### config.mk
export PLATFORM = sky130hd
export DESIGN_NAME = hybrid_encoder_speed_estimator_core
export DESIGN_NICKNAME = d
export VERILOG_FILES = /design/src/hw/rtl/hesc_pkg.sv /design/src/hw/rtl/hesc_mul.sv /design/src/hw/rtl/hesc_div.sv /design/src/hw/rtl/hybrid_encoder_speed_estimator_core.sv
export SDC_FILE = /design/constraint.sdc
export NUM_CORES = 2
export LEC_CHECK = 0
export ABC_AREA = 0
export BUFFER_PORTS_ARGS = -buffer_cell sky130_fd_sc_hd__buf_2
export CAP_MARGIN = 20
export CORE_UTILIZATION = 35
export DETAILED_ROUTE_END_ITERATION = 10
export PLACE_DENSITY = 0.62
export RECOVER_POWER = 50
export SYNTH_ARGS = -nofsm -noshare
export SYNTH_HDL_FRONTEND = slang
export SYNTH_SLANG_ARGS = --single-unit
### constraint.sdc
create_clock -name clk_i -period 9.1 [get_ports clk_i]
set_input_delay 0 -clock clk_i [delete_from_list [all_inputs] [get_ports clk_i]]
set_output_delay 0 -clock clk_i [all_outputs]
set_load 0.01 [all_outputs]
### src/hw/rtl/hesc_pkg.sv
// Package with the types, constants and codes of the speed estimator.
package hesc_pkg;

  localparam int unsigned MulW    = 52;
  localparam int unsigned MulBW   = 17;
  localparam int unsigned MulCntW = 5;
  localparam int unsigned DivNW   = 50;
  localparam int unsigned DivDW   = 48;
  localparam int unsigned DivCntW = 6;

  localparam logic [33:0] MinuteQ8 = 34'd15360000000;
  localparam logic [16:0] OneQ16   = 17'd65536;

  localparam logic [15:0] PprRst    = 16'd1;
  localparam logic [31:0] PeriodRst = 32'd100000;
  localparam logic [15:0] CenterRst = 16'd10;
  localparam logic [15:0] BandRst   = 16'd3;
  localparam logic [16:0] AlphaRst  = 17'd19661;

  typedef enum logic [2:0] {
    REG_PPR    = 3'd0,
    REG_PERIOD = 3'd1,
    REG_CENTER = 3'd2,
    REG_BAND   = 3'd3,
    REG_MODE   = 3'd4,
    REG_ALPHA  = 3'd5,
    REG_KEEP   = 3'd6
  } hesc_reg_e;

  typedef enum logic [1:0] {
    MODE_NONE = 2'd0,
    MODE_EMA  = 2'd1,
    MODE_IIR  = 2'd2
  } hesc_mode_e;

  typedef enum logic [4:0] {
    ST_IDLE,
    ST_CDEN,
    ST_CNUM,
    ST_CDIV,
    ST_PCHK,
    ST_PDEN,
    ST_PNUM,
    ST_PDIV,
    ST_WT,
    ST_WDIV,
    ST_MIX,
    ST_RABS,
    ST_RRND,
    ST_FILT,
    ST_FMUL,
    ST_FABS,
    ST_FRND,
    ST_DONE
  } hesc_state_e;

  typedef struct packed {
    logic busy;
    logic done;
  } unit_stat_t;

endpackage

### src/hw/rtl/hesc_mul.sv
// Bit-serial shift-and-add multiplier with an initial addend, one multiplier bit per cycle.
module hesc_mul (
  input  logic                         clk_i,
  input  logic                         rst_ni,
  input  logic                         start_i,
  input  logic [hesc_pkg::MulW-1:0]    init_i,
  input  logic [hesc_pkg::MulW-1:0]    mcand_i,
  input  logic [hesc_pkg::MulBW-1:0]   mplier_i,
  output hesc_pkg::unit_stat_t         stat_o,
  output logic [hesc_pkg::MulW-1:0]    prod_o
);
  import hesc_pkg::*;

  logic [MulW-1:0]    acc_q, mc_q;
  logic [MulBW-1:0]   mb_q;
  logic [MulCntW-1:0] cnt_q;
  logic               busy_q, done_q;

  always_ff @(posedge clk_i or negedge rst_ni) begin
    if (!rst_ni) begin
      busy_q <= 1'b0;
      done_q <= 1'b0;
      cnt_q  <= '0;
    end else begin
      done_q <= 1'b0;
      if (start_i) begin
        busy_q <= 1'b1;
        cnt_q  <= MulCntW'(MulBW);
      end else if (busy_q) begin
        cnt_q <= cnt_q - 1'b1;
        if (cnt_q == MulCntW'(1)) begin
          busy_q <= 1'b0;
          done_q <= 1'b1;
        end
      end
    end
  end

  always_ff @(posedge clk_i) begin
    if (start_i) begin
      acc_q <= init_i;
      mc_q  <= mcand_i;
      mb_q  <= mplier_i;
    end else if (busy_q) begin
      if (mb_q[0]) begin
        acc_q <= acc_q + mc_q;
      end
      mc_q <= {mc_q[MulW-2:0], 1'b0};
      mb_q <= {1'b0, mb_q[MulBW-1:1]};
    end
  end

  assign stat_o.busy = busy_q;
  assign stat_o.done = done_q;
  assign prod_o      = acc_q;

endmodule

### src/hw/rtl/hesc_div.sv
// Restoring bit-serial divider, one quotient bit per cycle.
module hesc_div (
  input  logic                         clk_i,
  input  logic                         rst_ni,
  input  logic                         start_i,
  input  logic [hesc_pkg::DivNW-1:0]   num_i,
  input  logic [hesc_pkg::DivDW-1:0]   den_i,
  output hesc_pkg::unit_stat_t         stat_o,
  output logic [hesc_pkg::DivNW-1:0]   quo_o
);
  import hesc_pkg::*;

  logic [DivNW-1:0]   num_q;
  logic [DivDW-1:0]   den_q, rem_q, rem_d;
  logic [DivDW:0]     trial;
  logic               ge;
  logic [DivCntW-1:0] cnt_q;
  logic               busy_q, done_q;

  assign trial = {rem_q, num_q[DivNW-1]};
  assign ge    = trial >= {1'b0, den_q};

  always_comb begin
    if (ge) begin
      rem_d = DivDW'(trial - {1'b0, den_q});
    end else begin
      rem_d = trial[DivDW-1:0];
    end
  end

  always_ff @(posedge clk_i or negedge rst_ni) begin
    if (!rst_ni) begin
      busy_q <= 1'b0;
      done_q <= 1'b0;
      cnt_q  <= '0;
    end else begin
      done_q <= 1'b0;
      if (start_i) begin
        busy_q <= 1'b1;
        cnt_q  <= DivCntW'(DivNW);
      end else if (busy_q) begin
        cnt_q <= cnt_q - 1'b1;
        if (cnt_q == DivCntW'(1)) begin
          busy_q <= 1'b0;
          done_q <= 1'b1;
        end
      end
    end
  end

  always_ff @(posedge clk_i) begin
    if (start_i) begin
      num_q <= num_i;
      den_q <= den_i;
      rem_q <= '0;
    end else if (busy_q) begin
      rem_q <= rem_d;
      num_q <= {num_q[DivNW-2:0], ge};
    end
  end

  assign stat_o.busy = busy_q;
  assign stat_o.done = done_q;
  assign quo_o       = num_q;

endmodule

### src/hw/rtl/hybrid_encoder_speed_estimator_core.sv
// Top level of the encoder speed estimator: registers, sequencer and result buffer.
//
// One beat on the s_axis channel carries a sample period's tick count and the time
// since the last edge in tdata, and the edge flag in tuser. The block turns it into
// one m_axis beat holding the smoothed and the unsmoothed speed, both signed Q24.8 RPM.
// A shared bit-serial multiplier (17 steps a product) and a shared restoring divider
// (50 steps a quotient) do all the arithmetic under a sequencer. The shortest path,
// taken when no edge was seen, the count speed lies outside the blend ramp and no
// smoothing step is due, skips the edge-period product and division, the weight division
// and the smoothing product. The block works on one beat at a time and takes no new
// beat until the sequencer is back in idle.
// s_axis_tready_o is high only while the sequencer is idle.
// The result sits in an output register, so a new beat is taken while the last result
// still waits; a stalled receiver holds the sequencer only when the next result is due.
// The user must write configuration registers via cfg_we_i, cfg_idx_i and cfg_data_i
// while the block is idle, which it does not enforce. Reset restores register defaults,
// clears the smoothing state and its seeded flag, and empties the output register.
module hybrid_encoder_speed_estimator_core (
  input  logic        clk_i,
  input  logic        rst_ni,
  input  logic        cfg_we_i,
  input  logic [2:0]  cfg_idx_i,
  input  logic [31:0] cfg_data_i,
  input  logic        s_axis_tvalid_i,
  output logic        s_axis_tready_o,
  input  logic [47:0] s_axis_tdata_i,  // tick_delta [15:0], since_edge_us [47:16]
  input  logic        s_axis_tuser_i,  // edge_seen
  output logic        m_axis_tvalid_o,
  input  logic        m_axis_tready_i,
  output logic [63:0] m_axis_tdata_o   // rpm_filtered [31:0], rpm_raw [63:32]
);
  import hesc_pkg::*;

  logic [15:0] ppr_q, center_q, band_q;
  logic [31:0] period_q;
  logic [1:0]  mode_q;
  logic [16:0] alpha_q, keep_q;

  logic [15:0] ppr_e, center_e, band_e;
  logic [31:0] period_e;
  logic [16:0] alpha_e, keep_e, wn;

  hesc_state_e state_q, state_d;
  logic        mul_go_d, mul_go_q, div_go_d, div_go_q;

  logic [15:0]      delta_q, dmag;
  logic [31:0]      since_q;
  logic             edge_q, neg;
  logic [DivDW-1:0] den_q;
  logic [DivNW-1:0] num_q;
  logic [31:0]      rc_q, rp_q, raw_q, sv_q, filt_q, sat_w, rnd_w;
  logic [16:0]      w_q;
  logic             seeded_q;
  logic [MulW-1:0]  mag_q;
  logic             rneg_q;
  logic [MulW-1:0]  rsum;

  logic [32:0] rc_ext, abs_rc;
  logic [33:0] abs34, lo_w, hi_w, wdiff;
  logic [17:0] cb_diff;
  logic [16:0] cb_sum;
  logic        at_lo, at_hi;

  logic [MulW-1:0]  mul_init, mul_mc, prod;
  logic [MulBW-1:0] mul_mb;
  logic [DivNW-1:0] quo;
  unit_stat_t       mul_st, div_st;

  logic        m_valid_q;
  logic [63:0] m_data_q;

  // Configuration registers and their effective values.
  always_ff @(posedge clk_i or negedge rst_ni) begin
    if (!rst_ni) begin
      ppr_q    <= PprRst;
      period_q <= PeriodRst;
      center_q <= CenterRst;
      band_q   <= BandRst;
      mode_q   <= MODE_NONE;
      alpha_q  <= AlphaRst;
      keep_q   <= '0;
    end else if (cfg_we_i) begin
      case (cfg_idx_i)
        REG_PPR:    ppr_q    <= cfg_data_i[15:0];
        REG_PERIOD: period_q <= cfg_data_i;
        REG_CENTER: center_q <= cfg_data_i[15:0];
        REG_BAND:   band_q   <= cfg_data_i[15:0];
        REG_MODE:   mode_q   <= cfg_data_i[1:0];
        REG_ALPHA:  alpha_q  <= cfg_data_i[16:0];
        REG_KEEP:   keep_q   <= cfg_data_i[16:0];
        default: ;
      endcase
    end
  end

  assign ppr_e    = (ppr_q == '0) ? PprRst : ppr_q;
  assign period_e = (period_q == '0) ? PeriodRst : period_q;
  assign center_e = (center_q == '0) ? CenterRst : center_q;
  assign band_e   = (band_q == '0) ? BandRst : band_q;
  assign alpha_e  = (alpha_q == '0 || alpha_q > OneQ16) ? AlphaRst : alpha_q;
  assign keep_e   = (keep_q > OneQ16) ? OneQ16 : keep_q;
  assign wn       = (mode_q == MODE_EMA) ? alpha_e : 17'(OneQ16 - keep_e);

  // Sign, magnitude, saturation and rounding helpers.
  assign neg  = delta_q[15];
  assign dmag = neg ? 16'(16'd0 - delta_q) : delta_q;

  always_comb begin
    if (neg) begin
      sat_w = (quo > DivNW'(32'h8000_0000)) ? 32'h8000_0000 : 32'(32'd0 - quo[31:0]);
    end else begin
      sat_w = (quo > DivNW'(32'h7FFF_FFFF)) ? 32'h7FFF_FFFF : quo[31:0];
    end
  end

  assign rsum  = mag_q + MulW'(32768);
  assign rnd_w = rneg_q ? 32'(32'd0 - rsum[47:16]) : rsum[47:16];

  assign rc_ext  = {rc_q[31], rc_q};
  assign abs_rc  = rc_q[31] ? 33'(33'd0 - rc_ext) : rc_ext;
  assign abs34   = {1'b0, abs_rc};
  assign cb_diff = 18'({2'b00, center_e}) - 18'({2'b00, band_e});
  assign cb_sum  = 17'({1'b0, center_e}) + 17'({1'b0, band_e});
  assign lo_w    = {{8{cb_diff[17]}}, cb_diff, 8'd0};
  assign hi_w    = {9'd0, cb_sum, 8'd0};
  assign at_lo   = $signed(abs34) <= $signed(lo_w);
  assign at_hi   = $signed(abs34) >= $signed(hi_w);
  assign wdiff   = abs34 - lo_w;

  // Multiplier operands follow the state that waits on the product.
  always_comb begin
    mul_init = '0;
    mul_mc   = '0;
    mul_mb   = '0;
    case (state_q)
      ST_CDEN, ST_PDEN: begin
        mul_mc = {20'd0, (state_q == ST_CDEN) ? period_e : since_q};
        mul_mb = {1'b0, ppr_e};
      end
      ST_CNUM: begin
        mul_init = {5'd0, den_q[DivDW-1:1]};
        mul_mc   = {18'd0, MinuteQ8};
        mul_mb   = {1'b0, dmag};
      end
      ST_MIX: begin
        mul_init = {{4{rp_q[31]}}, rp_q, 16'd0};
        mul_mc   = {{20{rc_q[31]}}, rc_q} - {{20{rp_q[31]}}, rp_q};
        mul_mb   = w_q;
      end
      ST_FMUL: begin
        mul_init = {{4{sv_q[31]}}, sv_q, 16'd0};
        mul_mc   = {{20{raw_q[31]}}, raw_q} - {{20{sv_q[31]}}, sv_q};
        mul_mb   = wn;
      end
      default: ;
    endcase
  end

  hesc_mul u_mul (
    .clk_i    (clk_i),
    .rst_ni   (rst_ni),
    .start_i  (mul_go_q),
    .init_i   (mul_init),
    .mcand_i  (mul_mc),
    .mplier_i (mul_mb),
    .stat_o   (mul_st),
    .prod_o   (prod)
  );

  hesc_div u_div (
    .clk_i   (clk_i),
    .rst_ni  (rst_ni),
    .start_i (div_go_q),
    .num_i   (num_q),
    .den_i   (den_q),
    .stat_o  (div_st),
    .quo_o   (quo)
  );

  // Sequencer.
  always_ff @(posedge clk_i or negedge rst_ni) begin
    if (!rst_ni) begin
      state_q  <= ST_IDLE;
      mul_go_q <= 1'b0;
      div_go_q <= 1'b0;
    end else begin
      state_q  <= state_d;
      mul_go_q <= mul_go_d;
      div_go_q <= div_go_d;
    end
  end

  always_comb begin
    state_d  = state_q;
    mul_go_d = 1'b0;
    div_go_d = 1'b0;
    case (state_q)
      ST_IDLE: begin
        if (s_axis_tvalid_i) begin
          state_d  = ST_CDEN;
          mul_go_d = 1'b1;
        end
      end
      ST_CDEN: begin
        if (mul_st.done) begin
          state_d  = ST_CNUM;
          mul_go_d = 1'b1;
        end
      end
      ST_CNUM: begin
        if (mul_st.done) begin
          state_d  = ST_CDIV;
          div_go_d = 1'b1;
        end
      end
      ST_CDIV: begin
        if (div_st.done) begin
          state_d = ST_PCHK;
        end
      end
      ST_PCHK: begin
        if (edge_q && since_q != '0) begin
          state_d  = ST_PDEN;
          mul_go_d = 1'b1;
        end else begin
          state_d = ST_WT;
        end
      end
      ST_PDEN: begin
        if (mul_st.done) begin
          state_d = ST_PNUM;
        end
      end
      ST_PNUM: begin
        state_d  = ST_PDIV;
        div_go_d = 1'b1;
      end
      ST_PDIV: begin
        if (div_st.done) begin
          state_d = ST_WT;
        end
      end
      ST_WT: begin
        if (at_lo || at_hi) begin
          state_d  = ST_MIX;
          mul_go_d = 1'b1;
        end else begin
          state_d  = ST_WDIV;
          div_go_d = 1'b1;
        end
      end
      ST_WDIV: begin
        if (div_st.done) begin
          state_d  = ST_MIX;
          mul_go_d = 1'b1;
        end
      end
      ST_MIX: begin
        if (mul_st.done) begin
          state_d = ST_RABS;
        end
      end
      ST_RABS: state_d = ST_RRND;
      ST_RRND: state_d = ST_FILT;
      ST_FILT: begin
        if (mode_q == MODE_NONE || !seeded_q) begin
          state_d = ST_DONE;
        end else begin
          state_d  = ST_FMUL;
          mul_go_d = 1'b1;
        end
      end
      ST_FMUL: begin
        if (mul_st.done) begin
          state_d = ST_FABS;
        end
      end
      ST_FABS: state_d = ST_FRND;
      ST_FRND: state_d = ST_DONE;
      ST_DONE: begin
        if (!m_valid_q || m_axis_tready_i) begin
          state_d = ST_IDLE;
        end
      end
      default: state_d = ST_IDLE;
    endcase
  end

  assign s_axis_tready_o = (state_q == ST_IDLE);

  // Datapath registers.
  always_ff @(posedge clk_i) begin
    case (state_q)
      ST_IDLE: begin
        if (s_axis_tvalid_i) begin
          delta_q <= s_axis_tdata_i[15:0];
          since_q <= s_axis_tdata_i[47:16];
          edge_q  <= s_axis_tuser_i;
        end
      end
      ST_CDEN, ST_PDEN: begin
        if (mul_st.done) begin
          den_q <= prod[DivDW-1:0];
        end
      end
      ST_CNUM: begin
        if (mul_st.done) begin
          num_q <= prod[DivNW-1:0];
        end
      end
      ST_CDIV: begin
        if (div_st.done) begin
          rc_q <= sat_w;
        end
      end
      ST_PCHK: rp_q <= '0;
      ST_PNUM: num_q <= DivNW'(den_q[DivDW-1:1]) + DivNW'(MinuteQ8);
      ST_PDIV: begin
        if (div_st.done) begin
          rp_q <= sat_w;
        end
      end
      ST_WT: begin
        w_q   <= at_hi ? OneQ16 : '0;
        num_q <= {9'd0, wdiff[24:0], 16'd0};
        den_q <= {23'd0, band_e, 9'd0};
      end
      ST_WDIV: begin
        if (div_st.done) begin
          w_q <= quo[16:0];
        end
      end
      ST_RABS, ST_FABS: begin
        rneg_q <= prod[MulW-1];
        mag_q  <= prod[MulW-1] ? MulW'(MulW'(0) - prod) : prod;
      end
      ST_RRND: raw_q <= rnd_w;
      ST_FILT: filt_q <= raw_q;
      ST_FRND: filt_q <= rnd_w;
      default: ;
    endcase
  end

  // Smoothing state.
  always_ff @(posedge clk_i or negedge rst_ni) begin
    if (!rst_ni) begin
      sv_q     <= '0;
      seeded_q <= 1'b0;
    end else if (state_q == ST_FILT && mode_q != MODE_NONE && !seeded_q) begin
      sv_q     <= raw_q;
      seeded_q <= 1'b1;
    end else if (state_q == ST_FRND) begin
      sv_q <= rnd_w;
    end
  end

  // Output register.
  always_ff @(posedge clk_i or negedge rst_ni) begin
    if (!rst_ni) begin
      m_valid_q <= 1'b0;
    end else if (state_q == ST_DONE && (!m_valid_q || m_axis_tready_i)) begin
      m_valid_q <= 1'b1;
    end else if (m_axis_tready_i) begin
      m_valid_q <= 1'b0;
    end
  end

  always_ff @(posedge clk_i) begin
    if (state_q == ST_DONE && (!m_valid_q || m_axis_tready_i)) begin
      m_data_q <= {raw_q, filt_q};
    end
  end

  assign m_axis_tvalid_o = m_valid_q;
  assign m_axis_tdata_o  = m_data_q;

endmodule

==> summary.json <==
{
  "run_status": {
    "outcome": "complete, but fails checks",
    "failed_checks": "max-capacitance violations, max-slew violations"
  },
  "critical_path": {
    "timing.critical_path.to_type": "flip-flop",
    "start_kind": "flip-flop",
    "worst-setup-path-type": "flip-flop to flip-flop",
    "cp_top_family": "compound AO/OA/AOI/OAI gates",
    "worstRegToRegCells": 25,
    "r2r_end": "state_q[0]",
    "buffers_and_inverters_on_the_worst_path": 0,
    "crit_slowest_cell": "sky130_fd_sc_hd__o31ai_1",
    "reg2reg_setup_slack_ps": 2950,
    "timing.critical_path.required_ps": 9730,
    "worst-endpoint-arrival_ps": 6780,
    "worst-path-max-fanout": 6,
    "worstReg2RegStart": "center_q[12]",
    "critical_path_cell_count": 25,
    "critical_path.max_stage_delay_ps": 630
  },
  "synth": {
    "synth.top_cells.by_area": "sky130_fd_sc_hd__edfxtp_1, sky130_fd_sc_hd__dfrtp_1, sky130_fd_sc_hd__ha_1",
    "yosys.area.top_type_share_pct": 36.7,
    "synth_area_mm2": 0.0499,
    "syn_inst": 4884,
    "synthTopCellsByCount": "sky130_fd_sc_hd__edfxtp_1, sky130_fd_sc_hd__nand2_1, sky130_fd_sc_hd__o21ai_0, sky130_fd_sc_hd__nor2_1, sky130_fd_sc_hd__a21oi_1",
    "post_synth_top_flop": "sky130_fd_sc_hd__edfxtp_1",
    "syn_area_per_cell_um2": 10.2,
    "mappedNetlistNets": 5224,
    "yosysWarnings": 0,
    "synth_edf_count": 609,
    "synth.yosys.seq_area_share_pct": 47.3,
    "synth_seq_cells": 829,
    "post_synth_top_area_cell": "sky130_fd_sc_hd__edfxtp_1",
    "synthArstFlopShare_pct": 20.7,
    "yosysMostFrequentCell": "sky130_fd_sc_hd__edfxtp_1",
    "netlist-cell-type-count": 88
  },
  "global_route": {
    "grt_pass1_vias": 39147,
    "grt_start_max_net_pins": 117,
    "grt-ovfl-total": 0,
    "grt_pass1_wl_um": 259000,
    "antenna_found_initial": 6,
    "grt.total_usage_pct": 23.8
  },
  "detailed_routing": {
    "drc_errors": 0,
    "ant_nets": 0,
    "first_pass_iters": 8,
    "finalWirelength_um": 177000,
    "detailroute.via_count": 40896,
    "detail_route.vias_per_cell": 5.80,
    "drt_first_iter_violations": 4328,
    "drt-wirelength-per-cell_um": 25.1
  },
  "die": {
    "row_count": 138,
    "top_level_ports": 155,
    "dieHeight_um": 380,
    "fp.coreArea_mm2": 0.141,
    "floorplan.initialDensity_pct": 35.3,
    "chipWidth_um": 380,
    "die_area_mm2": 0.144
  },
  "timing": {
    "final-setup-viol-count": 0,
    "fmax_mhz": 162,
    "finalCriticalPeriod_ps": 6150,
    "unrepaired_setup_endpoints_after_global_routing": "no",
    "max_slew_margin_pct": -205,
    "final.period_utilization_pct": 67.6,
    "transition_at_the_pin_with_the_smallest_max_transition_slack_ps": 4580,
    "number_of_endpoints_with_negative_hold_slack_in_the_final_report": 0,
    "setup_tns_ps": 0,
    "clock_skew_ps": 43.7,
    "slew_violations": 458
  },
  "power_and_ir_drop": {
    "p_sw_share_pct": 43.2,
    "power_leakage_nw": 21.7,
    "p_comb_share_pct": 46.9,
    "vdd_ir_drop_max_mv": 0.203,
    "cellPowerDensity_mw_per_mm2": 370,
    "power_report.internal_total_mw": 12.0,
    "total_power_mw": 21.1,
    "clock_power_share_pct": 18.8,
    "power_frac_seq_pct": 34.3,
    "power.net_switching_mw": 9.11
  },
  "placement": {
    "globalplace.congestion": 0.981,
    "io_buffer_count": 154,
    "placed_area_mm2": 0.0527,
    "placed_cells": 6742,
    "dp_hpwl_um": 133000
  },
  "cts": {
    "clock_latency_reported_for_the_late_side_of_the_worst_skew_pair_ps": 720,
    "clock-root-buffer": "sky130_fd_sc_hd__clkbuf_16",
    "ctsLongestPathBuffers": 3,
    "cts_buffer_count": 93,
    "clock-sinks": 829,
    "clk_pin_slew_ps": 60,
    "cts_resized": 0,
    "htree_num_levels": 3,
    "cts_tree": "built"
  },
  "final_layout": {
    "area_growth_pct": 14.3,
    "nNetsFinal": 5415,
    "postLayoutCellArea_mm2": 0.0570,
    "fin_cells": 7047,
    "final_layout_size_suffix_gt1_share_pct": 10.4
  },
  "hold_path": {
    "worst_hold_path_type": "primary input to flip-flop",
    "hold_path_depth": 2,
    "worst_case_hold_path_end_point": "delta_q[10]",
    "worstHoldStart": "s_axis_tdata_i[10]"
  },
  "flow_run": {
    "drv_cap": 11
  }
}
## how the worst max path moves through the flow
stage / start / slack (ps) / to
finish: center_q[12] / 2950 / state_q[0]
CTS: center_q[11] / 3020 / state_q[0]
global route: rst_ni / 2070 / u_div.busy_q
global placement: band_q[11] / 2990 / state_q[0]
detailed placement: center_q[11] / 3070 / state_q[0]
floorplan: state_q[0] / 3940 / num_q[0]
## metal layers
metal	track usage [%]	routed length, µm
met1	31.4	73700
met2	38.4	82500
met3	3.72	12400
met4	10.9	8410
met5	0	0
## kinds of logic after synthesis
kind of cell | synth area share (%)
AO/OA/AOI/OAI | 17.6
XOR/XNOR | 6.00
adder cells (fa/ha/maj) | 6.40
buffers and inverters | 3.85
flip-flops | 47.3
multiplexers | 4.80
AND/OR/NAND/NOR | 14.1
## timing repair
| action | CTS | global route |
|---|---|---|
| hold buffers | 126 | 0 |
| hold endpoints to repair | 255 | 0 |
| setup buffers | 0 | 0 |
## layout make-up
type	instances	area, µm²
Timing Repair Buffer	341	2350
Sequential cell	829	23600
Tap cell	1890	2360
Clock inverter	45	596
Fill cell	13717	84400
Clock buffer	130	2620
Antenna cell	2	5.00
Inverter	266	998
Multi-Input combinational cell	3544	24500
## registers in the layout, indices dropped and copies added (netlist names), 48 cells and up
register and cells:
u_div.rem_q 48, u_mul.mc_q 52, num_q 50, den_q 48, m_axis_tdata_o 64, u_mul.prod_o 52
u_div.den_q 48, u_div.quo_o 50
## stage by stage
stage / utilization (%) / hold WS [ps] / setup WS, ps
final: 40.3 / 31.2 / 2950
after global routing: 40.3 / 23.7 / 2070
after CTS: 40.4 / 0.294 / 3020
after detailed placement: 37.3 / 134 / 3070
after global placement: 37.3 / 132 / 2990
after floorplan: - / -296 / 3940
## placed cells by master, fill, tap and decap left out, types with 46 or more instances in the layout
cell type                         n
sky130_fd_sc_hd__dfrtp_1        152
sky130_fd_sc_hd__clkbuf_16       94
sky130_fd_sc_hd__dfxtp_1         48
sky130_fd_sc_hd__nand4_1         59
sky130_fd_sc_hd__a21o_1         126
sky130_fd_sc_hd__or3_1           47
sky130_fd_sc_hd__nand2b_1        54
sky130_fd_sc_hd__xor2_1         108
sky130_fd_sc_hd__a31oi_1         59
sky130_fd_sc_hd__nand2_1        392
sky130_fd_sc_hd__buf_4           46
sky130_fd_sc_hd__ha_1           244
sky130_fd_sc_hd__buf_2           81
sky130_fd_sc_hd__and2_1         111
sky130_fd_sc_hd__nor2_1         274
sky130_fd_sc_hd__o21ai_0        315
sky130_fd_sc_hd__clkbuf_1       111
sky130_fd_sc_hd__mux2_2         176
sky130_fd_sc_hd__a211oi_1        48
sky130_fd_sc_hd__nor3_1          99
sky130_fd_sc_hd__edfxtp_1       609
sky130_fd_sc_hd__a21oi_1        275
sky130_fd_sc_hd__o22ai_1         64
sky130_fd_sc_hd__dlygate4sd3_1  125
sky130_fd_sc_hd__inv_1          264
sky130_fd_sc_hd__xnor2_1        234
sky130_fd_sc_hd__nor4_1          64
sky130_fd_sc_hd__nand3_1         96
## power by group through the flow
stage / combinational [mW] / clock [mW] / sequential (mW)
floorplan: 7.08 / 0 / 6.47
global placement: 9.49 / 0 / 7.25
detailed placement: 9.58 / 0 / 7.26
CTS: 9.70 / 4.02 / 7.20
global route: 10.8 / 4.16 / 7.32
finish: 9.87 / 3.97 / 7.23
(Power assumes the default switching activity.)
